### src/hw/rtl/r2sr_pkg.sv
// r2sr_pkg: shared types and constants for the R2 score reduction block.
// Used by r2sr_front, r2sr_fifo, r2sr_back and r2_score_reduce; no dependencies.

package r2sr_pkg;

   localparam int DEF_MAX_SAMPLES = 4096;
   localparam int DEF_QUEUE_DEPTH = 4;

   localparam int SAMPLE_W = 16;
   localparam int R2_W     = 32;
   localparam int STATUS_W = 2;
   localparam int COUNT_W  = 13;

   localparam logic [STATUS_W-1:0] STATUS_OK   = 2'd0;
   localparam logic [STATUS_W-1:0] STATUS_FLAT = 2'd1;
   localparam logic [STATUS_W-1:0] STATUS_OVF  = 2'd2;

   localparam logic signed [R2_W-1:0] R2_ONE = 32'sd65536;
   localparam logic signed [R2_W-1:0] R2_MIN = 32'sh8000_0000;
   localparam logic [COUNT_W-1:0]     COUNT_SAT = 13'h1fff;

   // One queued transaction, classified by the front end
   typedef struct packed {
      logic [SAMPLE_W-1:0] truth;
      logic [SAMPLE_W-1:0] pred;
      logic                keep;
      logic                last;
   } r2sr_entry_type;

   typedef enum logic [2:0] {
      ST_ACCUM,
      ST_LOAD,
      ST_MUL_A,
      ST_MUL_B,
      ST_MUL_N,
      ST_DIV,
      ST_EMIT
   } r2sr_state_type;

endpackage

### src/hw/rtl/r2_score_reduce.sv
// r2_score_reduce: top level of the streaming R2 score block.
// Instantiates r2sr_front, r2sr_fifo and r2sr_back; uses r2sr_pkg.
//
//   channel | direction | handshake             | payload
//   req     | in        | req_valid / req_stall | true_value, predicted_value, last
//   rsp     | out       | rsp_valid / rsp_stall | r2_value, status, sample_count
//
// A pair is taken every cycle while the queue has room; the back end
// squares and accumulates each pair while no result is being computed.
// The last pair of a set starts the sequential shift-add multiplier and
// the one-bit-per-cycle restoring divider. Pairs keep queuing meanwhile
// until the queue is full.
// Reset is synchronous and clears the queue, the sums and the result valid flag.
// rsp_stall holds the result register; req_stall rises only when the queue is full.

module r2_score_reduce
   import r2sr_pkg::*;
#(
   parameter int MAX_SAMPLES = DEF_MAX_SAMPLES,
   parameter int QUEUE_DEPTH = DEF_QUEUE_DEPTH
)(
   input  logic                       clock,
   input  logic                       reset,
   input  logic                       req_valid,
   output logic                       req_stall,
   input  logic signed [SAMPLE_W-1:0] req_true_value,
   input  logic signed [SAMPLE_W-1:0] req_predicted_value,
   input  logic                       req_last,
   output logic                       rsp_valid,
   input  logic                       rsp_stall,
   output logic signed [R2_W-1:0]     rsp_r2_value,
   output logic [STATUS_W-1:0]        rsp_status,
   output logic [COUNT_W-1:0]         rsp_sample_count
);

   r2sr_entry_type push_entry, head_entry;
   logic           fifo_push, fifo_pop, fifo_full, fifo_empty;

   r2sr_front #(
      .MAX_SAMPLES(MAX_SAMPLES)
   ) u_front (
      .clock              (clock),
      .reset              (reset),
      .req_valid          (req_valid),
      .req_stall          (req_stall),
      .req_true_value     (req_true_value),
      .req_predicted_value(req_predicted_value),
      .req_last           (req_last),
      .queue_full         (fifo_full),
      .queue_push         (fifo_push),
      .queue_entry        (push_entry)
   );

   r2sr_fifo #(
      .DEPTH(QUEUE_DEPTH)
   ) u_fifo (
      .clock    (clock),
      .reset    (reset),
      .push     (fifo_push),
      .push_data(push_entry),
      .pop      (fifo_pop),
      .head     (head_entry),
      .full     (fifo_full),
      .empty    (fifo_empty)
   );

   r2sr_back #(
      .MAX_SAMPLES(MAX_SAMPLES)
   ) u_back (
      .clock           (clock),
      .reset           (reset),
      .queue_head      (head_entry),
      .queue_empty     (fifo_empty),
      .queue_pop       (fifo_pop),
      .rsp_valid       (rsp_valid),
      .rsp_stall       (rsp_stall),
      .rsp_r2_value    (rsp_r2_value),
      .rsp_status      (rsp_status),
      .rsp_sample_count(rsp_sample_count)
   );

`ifndef SYNTHESIS
   a_no_push_full: assert property (@(posedge clock) disable iff (reset)
      fifo_full |-> !fifo_push)
      else $error("queue push while full");

   a_no_pop_empty: assert property (@(posedge clock) disable iff (reset)
      fifo_pop |-> !fifo_empty)
      else $error("queue pop while empty");

   a_r2_range: assert property (@(posedge clock) disable iff (reset)
      rsp_valid |-> (rsp_r2_value <= R2_ONE))
      else $error("R2 above one");

   a_count_nonzero: assert property (@(posedge clock) disable iff (reset)
      rsp_valid |-> (rsp_sample_count != '0))
      else $error("result with empty set");
`endif

endmodule

### src/hw/rtl/r2sr_front.sv
// r2sr_front: accepts input transactions, tracks the set fill level and
// marks pairs beyond the sample limit as dropped. Depends on r2sr_pkg.

module r2sr_front
   import r2sr_pkg::*;
#(
   parameter int MAX_SAMPLES = DEF_MAX_SAMPLES
)(
   input  logic                       clock,
   input  logic                       reset,
   input  logic                       req_valid,
   output logic                       req_stall,
   input  logic signed [SAMPLE_W-1:0] req_true_value,
   input  logic signed [SAMPLE_W-1:0] req_predicted_value,
   input  logic                       req_last,
   input  logic                       queue_full,
   output logic                       queue_push,
   output r2sr_entry_type             queue_entry
);

   localparam int CW = $clog2(MAX_SAMPLES + 1);
   localparam logic [CW-1:0] CNT_MAX = CW'(MAX_SAMPLES);

   logic [CW-1:0] cnt_ff, cnt_in;
   logic          keep;

   assign req_stall  = queue_full;
   assign queue_push = req_valid & ~queue_full;
   assign keep       = (cnt_ff != CNT_MAX);

   assign queue_entry.truth = req_true_value;
   assign queue_entry.pred  = req_predicted_value;
   assign queue_entry.keep  = keep;
   assign queue_entry.last  = req_last;

   always_comb begin
      cnt_in = cnt_ff;
      if (queue_push) begin
         if (req_last) begin
            cnt_in = '0;
         end else if (keep) begin
            cnt_in = cnt_ff + 1'b1;
         end
      end
   end

   always_ff @(posedge clock) begin
      if (reset) begin
         cnt_ff <= '0;
      end else begin
         cnt_ff <= cnt_in;
      end
   end

endmodule

### src/hw/rtl/r2sr_fifo.sv
// r2sr_fifo: short queue of classified transactions between front and back.
// Depends on r2sr_pkg for the entry type.

module r2sr_fifo
   import r2sr_pkg::*;
#(
   parameter int DEPTH = DEF_QUEUE_DEPTH
)(
   input  logic           clock,
   input  logic           reset,
   input  logic           push,
   input  r2sr_entry_type push_data,
   input  logic           pop,
   output r2sr_entry_type head,
   output logic           full,
   output logic           empty
);

   localparam int PTR_W = (DEPTH > 1) ? $clog2(DEPTH) : 1;
   localparam int LVL_W = $clog2(DEPTH + 1);
   localparam logic [PTR_W-1:0] LAST_PTR = PTR_W'(DEPTH - 1);
   localparam logic [LVL_W-1:0] FULL_LVL = LVL_W'(DEPTH);

   r2sr_entry_type    slot_ff [DEPTH];
   logic [PTR_W-1:0]  wr_ptr_ff, wr_ptr_in;
   logic [PTR_W-1:0]  rd_ptr_ff, rd_ptr_in;
   logic [LVL_W-1:0]  level_ff, level_in;

   assign full  = (level_ff == FULL_LVL);
   assign empty = (level_ff == '0);
   assign head  = slot_ff[rd_ptr_ff];

   always_comb begin
      wr_ptr_in = wr_ptr_ff;
      rd_ptr_in = rd_ptr_ff;
      if (push) begin
         wr_ptr_in = (wr_ptr_ff == LAST_PTR) ? '0 : wr_ptr_ff + 1'b1;
      end
      if (pop) begin
         rd_ptr_in = (rd_ptr_ff == LAST_PTR) ? '0 : rd_ptr_ff + 1'b1;
      end
      unique case ({push, pop})
         2'b10:   level_in = level_ff + 1'b1;
         2'b01:   level_in = level_ff - 1'b1;
         default: level_in = level_ff;
      endcase
   end

   always_ff @(posedge clock) begin
      if (push) begin
         slot_ff[wr_ptr_ff] <= push_data;
      end
   end

   always_ff @(posedge clock) begin
      if (reset) begin
         wr_ptr_ff <= '0;
         rd_ptr_ff <= '0;
         level_ff  <= '0;
      end else begin
         wr_ptr_ff <= wr_ptr_in;
         rd_ptr_ff <= rd_ptr_in;
         level_ff  <= level_in;
      end
   end

endmodule

### src/hw/rtl/r2sr_back.sv
// r2sr_back: squares and accumulates queued pairs, then on the last pair of a
// set runs a shift-add multiplier and restoring divider to form R2. Uses r2sr_pkg.

module r2sr_back
   import r2sr_pkg::*;
#(
   parameter int MAX_SAMPLES = DEF_MAX_SAMPLES
)(
   input  logic                       clock,
   input  logic                       reset,
   input  r2sr_entry_type             queue_head,
   input  logic                       queue_empty,
   output logic                       queue_pop,
   output logic                       rsp_valid,
   input  logic                       rsp_stall,
   output logic signed [R2_W-1:0]     rsp_r2_value,
   output logic [STATUS_W-1:0]        rsp_status,
   output logic [COUNT_W-1:0]         rsp_sample_count
);

   localparam int LG  = $clog2(MAX_SAMPLES);
   localparam int CW  = $clog2(MAX_SAMPLES + 1);
   localparam int SW  = 17 + LG;
   localparam int AW  = SW - 1;
   localparam int T2W = 31 + LG;
   localparam int RW  = 32 + LG;
   localparam int MB  = AW;
   localparam int PW  = RW + AW;
   localparam int DW  = CW + T2W;
   localparam int NW  = CW + RW + 16;
   localparam int DCW = $clog2(NW + 1);

   r2sr_state_type state_ff, state_in;

   // square stage
   logic                stg_valid_ff, stg_valid_in;
   logic                stg_keep_ff, stg_last_ff;
   logic [SAMPLE_W-1:0] stg_truth_ff;
   logic [30:0]         stg_t2_ff;
   logic [31:0]         stg_r2_ff;

   // running sums
   logic [SW-1:0]  sum_t_ff, sum_t_in;
   logic [T2W-1:0] sum_t2_ff, sum_t2_in;
   logic [RW-1:0]  sum_r2_ff, sum_r2_in;
   logic [CW-1:0]  cnt_ff, cnt_in;
   logic           ovf_ff, ovf_in;

   // multiply / divide unit
   logic [PW-1:0]  prod_ff, prod_in;
   logic [PW-1:0]  mcand_ff, mcand_in;
   logic [MB-1:0]  mplier_ff, mplier_in;
   logic [DW-1:0]  dval_ff, dval_in;
   logic [DW-1:0]  rem_ff, rem_in;
   logic [NW-1:0]  num_ff, num_in;
   logic [DCW-1:0] dcnt_ff, dcnt_in;

   // result register
   logic                    out_valid_ff, out_valid_in;
   logic signed [R2_W-1:0]  out_r2_ff, out_r2_in;
   logic [STATUS_W-1:0]     out_status_ff, out_status_in;
   logic [COUNT_W-1:0]      out_count_ff, out_count_in;

   logic               stg_take, out_free, emit, mul_done;
   logic signed [16:0] diff;
   logic signed [31:0] t_sq;
   logic signed [33:0] r_sq;
   logic [SW-1:0]      neg_sum, abs_full;
   logic [AW-1:0]      abs_s;
   logic [DW:0]        rem_sh, rem_sub;
   logic               rem_ge;
   logic [33:0]        q_low;
   logic               q_big;
   logic signed [33:0] r2_wide;
   logic signed [R2_W-1:0] r2_div;
   logic [31:0]        cnt_wide;

   assign mul_done = (mplier_ff == '0);
   assign out_free = ~out_valid_ff | ~rsp_stall;

   // next state
   always_comb begin
      state_in = state_ff;
      unique case (state_ff)
         ST_ACCUM: if (stg_valid_ff && stg_last_ff) state_in = ST_LOAD;
         ST_LOAD:  state_in = ST_MUL_A;
         ST_MUL_A: if (mul_done) state_in = ST_MUL_B;
         ST_MUL_B: if (mul_done) state_in = ST_MUL_N;
         ST_MUL_N: begin
            if (mul_done) state_in = (dval_ff == '0) ? ST_EMIT : ST_DIV;
         end
         ST_DIV:   if (dcnt_ff == DCW'(1)) state_in = ST_EMIT;
         ST_EMIT:  if (out_free) state_in = ST_ACCUM;
         default:  state_in = ST_ACCUM;
      endcase
   end

   // state outputs
   always_comb begin
      stg_take  = stg_valid_ff & (state_ff == ST_ACCUM);
      emit      = (state_ff == ST_EMIT) & out_free;
      queue_pop = ~queue_empty & (~stg_valid_ff | stg_take);
   end

   assign diff = $signed({queue_head.truth[15], queue_head.truth})
               - $signed({queue_head.pred[15], queue_head.pred});
   assign t_sq = $signed(queue_head.truth) * $signed(queue_head.truth);
   assign r_sq = diff * diff;

   assign neg_sum  = -sum_t_ff;
   assign abs_full = sum_t_ff[SW-1] ? neg_sum : sum_t_ff;
   assign abs_s    = abs_full[AW-1:0];

   assign rem_sh  = {rem_ff, num_ff[NW-1]};
   assign rem_sub = rem_sh - {1'b0, dval_ff};
   assign rem_ge  = (rem_sh >= {1'b0, dval_ff});

   assign q_low   = {1'b0, num_ff[32:0]};
   assign q_big   = |num_ff[NW-1:33];
   assign r2_wide = 34'sd65536 - $signed(q_low);
   assign r2_div  = (q_big || (r2_wide < -34'sd2147483648)) ? R2_MIN : r2_wide[31:0];
   assign cnt_wide = 32'(cnt_ff);

   always_comb begin
      stg_valid_in = queue_pop ? 1'b1 : (stg_take ? 1'b0 : stg_valid_ff);

      sum_t_in  = sum_t_ff;
      sum_t2_in = sum_t2_ff;
      sum_r2_in = sum_r2_ff;
      cnt_in    = cnt_ff;
      ovf_in    = ovf_ff;
      if (emit) begin
         sum_t_in  = '0;
         sum_t2_in = '0;
         sum_r2_in = '0;
         cnt_in    = '0;
         ovf_in    = 1'b0;
      end else if (stg_take) begin
         if (stg_keep_ff) begin
            sum_t_in  = sum_t_ff + {{(SW-SAMPLE_W){stg_truth_ff[15]}}, stg_truth_ff};
            sum_t2_in = sum_t2_ff + T2W'(stg_t2_ff);
            sum_r2_in = sum_r2_ff + RW'(stg_r2_ff);
            cnt_in    = cnt_ff + 1'b1;
         end else begin
            ovf_in = 1'b1;
         end
      end

      prod_in   = prod_ff;
      mcand_in  = mcand_ff;
      mplier_in = mplier_ff;
      dval_in   = dval_ff;
      rem_in    = rem_ff;
      num_in    = num_ff;
      dcnt_in   = dcnt_ff;
      unique case (state_ff)
         ST_LOAD: begin
            prod_in   = '0;
            mcand_in  = PW'(sum_t2_ff);
            mplier_in = MB'(cnt_ff);
         end
         ST_MUL_A, ST_MUL_B, ST_MUL_N: begin
            if (!mul_done) begin
               if (mplier_ff[0]) prod_in = prod_ff + mcand_ff;
               mcand_in  = {mcand_ff[PW-2:0], 1'b0};
               mplier_in = {1'b0, mplier_ff[MB-1:1]};
            end else if (state_ff == ST_MUL_A) begin
               dval_in   = prod_ff[DW-1:0];
               prod_in   = '0;
               mcand_in  = PW'(abs_s);
               mplier_in = abs_s;
            end else if (state_ff == ST_MUL_B) begin
               dval_in   = dval_ff - prod_ff[DW-1:0];
               prod_in   = '0;
               mcand_in  = PW'(sum_r2_ff);
               mplier_in = MB'(cnt_ff);
            end else begin
               num_in  = {prod_ff[CW+RW-1:0], 16'd0};
               rem_in  = '0;
               dcnt_in = DCW'(NW);
            end
         end
         ST_DIV: begin
            rem_in  = rem_ge ? rem_sub[DW-1:0] : rem_sh[DW-1:0];
            num_in  = {num_ff[NW-2:0], rem_ge};
            dcnt_in = dcnt_ff - 1'b1;
         end
         default: begin
         end
      endcase

      out_valid_in  = out_valid_ff & rsp_stall;
      out_r2_in     = out_r2_ff;
      out_status_in = out_status_ff;
      out_count_in  = out_count_ff;
      if (emit) begin
         out_valid_in  = 1'b1;
         out_status_in = STATUS_OK;
         if (dval_ff != '0) begin
            out_r2_in = r2_div;
         end else if (sum_r2_ff == '0) begin
            out_r2_in = R2_ONE;
         end else begin
            out_r2_in     = R2_MIN;
            out_status_in = STATUS_FLAT;
         end
         if (ovf_ff) out_status_in = STATUS_OVF;
         out_count_in = (cnt_wide > 32'd8191) ? COUNT_SAT : cnt_wide[COUNT_W-1:0];
      end
   end

   always_ff @(posedge clock) begin
      if (reset) begin
         state_ff     <= ST_ACCUM;
         stg_valid_ff <= 1'b0;
         sum_t_ff     <= '0;
         sum_t2_ff    <= '0;
         sum_r2_ff    <= '0;
         cnt_ff       <= '0;
         ovf_ff       <= 1'b0;
         out_valid_ff <= 1'b0;
      end else begin
         state_ff     <= state_in;
         stg_valid_ff <= stg_valid_in;
         sum_t_ff     <= sum_t_in;
         sum_t2_ff    <= sum_t2_in;
         sum_r2_ff    <= sum_r2_in;
         cnt_ff       <= cnt_in;
         ovf_ff       <= ovf_in;
         out_valid_ff <= out_valid_in;
      end
   end

   always_ff @(posedge clock) begin
      if (queue_pop) begin
         stg_keep_ff  <= queue_head.keep;
         stg_last_ff  <= queue_head.last;
         stg_truth_ff <= queue_head.truth;
         stg_t2_ff    <= t_sq[30:0];
         stg_r2_ff    <= r_sq[31:0];
      end
      prod_ff       <= prod_in;
      mcand_ff      <= mcand_in;
      mplier_ff     <= mplier_in;
      dval_ff       <= dval_in;
      rem_ff        <= rem_in;
      num_ff        <= num_in;
      dcnt_ff       <= dcnt_in;
      out_r2_ff     <= out_r2_in;
      out_status_ff <= out_status_in;
      out_count_ff  <= out_count_in;
   end

   assign rsp_valid        = out_valid_ff;
   assign rsp_r2_value     = out_r2_ff;
   assign rsp_status       = out_status_ff;
   assign rsp_sample_count = out_count_ff;

endmodule
### config.mk
export PLATFORM = sky130hd
export DESIGN_NAME = r2_score_reduce
export DESIGN_NICKNAME = d
export VERILOG_FILES = /design/src/hw/rtl/r2sr_pkg.sv /design/src/hw/rtl/r2_score_reduce.sv /design/src/hw/rtl/r2sr_front.sv /design/src/hw/rtl/r2sr_fifo.sv /design/src/hw/rtl/r2sr_back.sv
export SDC_FILE = /design/constraint.sdc
export NUM_CORES = 2
export LEC_CHECK = 0
export ABC_AREA = 1
export BUFFER_PORTS_ARGS = -buffer_cell sky130_fd_sc_hd__buf_2
export CORE_UTILIZATION = 55
export DETAILED_ROUTE_END_ITERATION = 12
export HOLD_SLACK_MARGIN = 0.02
export PLACE_DENSITY = 0.71
export SETUP_SLACK_MARGIN = 0.5
export SLEW_MARGIN = 25
export SYNTH_ARGS = -nofsm -noshare
export SYNTH_HDL_FRONTEND = slang
export SYNTH_SLANG_ARGS = --single-unit
### constraint.sdc
create_clock -name clock -period 10.3 [get_ports clock]
set_clock_uncertainty 0.05 [all_clocks]
set_input_delay 1.03 -clock clock [delete_from_list [all_inputs] [get_ports clock]]
set_output_delay 1.03 -clock clock [all_outputs]
set_load 0.05 [all_outputs]
==> out/qor.yml <==
status: "completed"
vias_per_cell: 5.58
fill_cells: 12223
path_buf_inv: 9
fmax_mhz: 109
register_area_um2: 21000
drt_iter0_markers: 5957
worstMarginPinSlew_ns: 1.04
antenna_found_initial: 8
start_util_pct: 55.4
finalCriticalPeriod_ns: 9.15
drt_wl_total_um: 248000
ys.flop_type: "edfxtp_1"
multiInputGateArea_um2: 42900
clock_path_buffers: 3
max_cap_viol_count: 0
syn_nets: 10824
grt_usage_pct: 37.4
rsz0062_at_grt: "false"
grt_pass1_vias: 63894
timing.final.crit_share_pct: 88.8
place.gp.congestion: 1.02
die_h_um: 363
pin_count: 86
die_w_um: 363
synth.ff_latch_count: 752
crit_top_cell: "nand2_1"
drt-wirelength-per-cell_um: 21.2
hold_violations: 0
dp.cells: 11540
rows: 132
async_reset_ff_share_pct: 0
endpoint_kind: "flip-flop"
cpMaxStageDelayCell: "fa_1"
syn_area_per_cell_um2: 7.30
htreeDepth: 3
place_ws_ns: 1.06
clk_latency_ns: 0.76
synth_edf_count: 595
detail-route-antenna-nets: 0
root_buffer: "clkbuf_16"
final_cells: 11705
drc_errors: 0
io_buffers: 85
synthToLayoutAreaGrowth_pct: 7.52
slew_headroom_pct: 30.8
final_max_slew_viol_count: 0
core_area_um2: 130000
grt_max_degree: 91
syn_inst: 9845
vias: 65357
fin_setup_tns_ns: 0
drive_above_1_share_pct: 3.77
cts_buffers: 87
seq_area_frac_synth_pct: 29.2
cp_max_fo: 68
cts_tree: "yes"
clkSlewWorstSetupHoldPaths_ns: 0.06
clock_sinks: 752
hold_class: "reg2reg"
grt_pass1_wl_um: 374000
num-nets-final: 10866
yosysUniqueCellTypes: 57
path_delay_family: "adder cells"
cp-start-kind: "flip-flop"
yosysWarnings: 0
place_hpwl_um: 202000
grt_overflow: 0
firstDrtPassIters: 8
crit_required_ns: 10.69
setup_viol: 0
arrival_ns: 9.54
max_stage_delay_ns: 0.79
crit_type: "reg2reg"
fin_ws_ns: 1.15
syn_area_um2: 71900
dieArea_um2: 132000
-- registers in the layout, summed over array words and instances, names as in the netlist, 28 cells and up, named ones only --
name                 cells
u_back.stg_t2_ff        30
u_back.sum_r2_ff        44
u_back.mplier_ff        28
u_fifo.slot_ff         136
u_back.prod_ff          57
u_back.mcand_ff         57
u_back.rem_ff           56
u_back.num_ff           73
u_back.sum_t2_ff        43
u_back.rsp_r2_value     32
u_back.sum_t_ff         29
u_back.dval_ff          56
u_back.stg_r2_ff        31
-- repair_timing --
action	CTS	global route
hold buffers	0	0
setup buffers	0	0
resized for setup	0	5
setup endpoints to repair	0	4
hold endpoints to repair	0	0
-- logic make-up after synthesis --
group           count (synthesis)  share of synthesized area, %
buf+inv                      2139                          11.3
simple gates                 4578                          26.0
flops                         752                          29.2
xor+xnor                      188                          2.29
compound gates               1246                          9.59
fa+ha+maj                     942                          21.6
-- synth_stat cells (20+ instances only) --
library cell / number / share of area, %
buf_2: 49 / 0.34
ha_1: 446 / 7.8
nor4_1: 41 / 0.36
fa_1: 496 / 14
nand3_1: 549 / 3.8
nor3_1: 97 / 0.68
clkbuf_1: 130 / 0.68
edfxtp_1: 595 / 25
a21oi_1: 540 / 3.8
nand4_1: 140 / 1.2
inv_1: 1911 / 10
nand2_1: 2588 / 14
o21bai_1: 83 / 0.87
nand3b_1: 20 / 0.21
o211ai_1: 33 / 0.34
o21ai_0: 463 / 3.2
xnor2_1: 82 / 1.0
nor2_1: 1085 / 5.7
a21o_1: 22 / 0.23
inv_2: 25 / 0.13
xor2_1: 106 / 1.3
dfxtp_1: 157 / 4.4
-- final cells by class --
class	count	area share, %
multi-input combinational	6954	55.5
sequential	752	27.2
inverter	1940	9.44
clock buffer	113	3.12
tap	1742	2.82
timing repair buffer	152	1.32
clock inverter	49	0.646
antenna	3	0.00972
-- cells in the final DEF, fill, tap and decap left out, drive strengths merged, types with 7 or more instances in the layout --
master,n
nor4,41
clkinv,37
xnor2,82
or2,20
buf,152
a21oi,541
a32o,14
nand3b,20
nand4,140
a32oi,16
xor2,106
o21ai,469
fa,496
nor2,1095
o21bai,83
o21a,15
nand3,552
nand2,2591
a31oi,15
a21o,22
ha,446
clkbuf,113
o211ai,33
and3,7
a21boi,14
dfxtp,157
and2,12
edfxtp,595
inv,1943
nor3,98
-- per-layer routing --
| metal | wire length (um) | track usage (%) | vias to the layer above | share of wire [%] |
|---|---|---|---|---|
| met5 | 74 | 0 | - | 0.030 |
| met4 | 19100 | 24.7 | 12 | 7.7 |
| met3 | 16300 | 5.73 | 652 | 6.6 |
| met2 | 118000 | 63.8 | 2482 | 48 |
| met1 | 94700 | 43.8 | 30900 | 38 |
| li1 | - | - | 31311 | - |
-- final timing paths --
kind	end	startpoint	slack, ns	cells after the start
worst max-delay path	u_back.stg_r2_ff[26]	flip-flop	1.15	35
worst min-delay path	u_fifo.level_ff[0]	u_fifo.level_ff[0]	0.46	1
worst max register to register	u_back.stg_r2_ff[26]	flip-flop	1.15	35
worst min register to register	u_fifo.level_ff[0]	u_fifo.level_ff[0]	0.46	1
-- through the flow --
stage,utilization (%),cell area [um2],hold WS (ns)
after global routing,59.6,77300,0.462
after detailed placement,57.3,74300,0.430
after global placement,57.2,74200,0.425
after CTS,59.6,77300,0.445
final,59.6,77300,0.457
after floorplan,-,71900,0.376
Power is left out: the tool's default activity adds up to more than one toggle a clock period on the data nets, which glitch-free logic cannot reach.
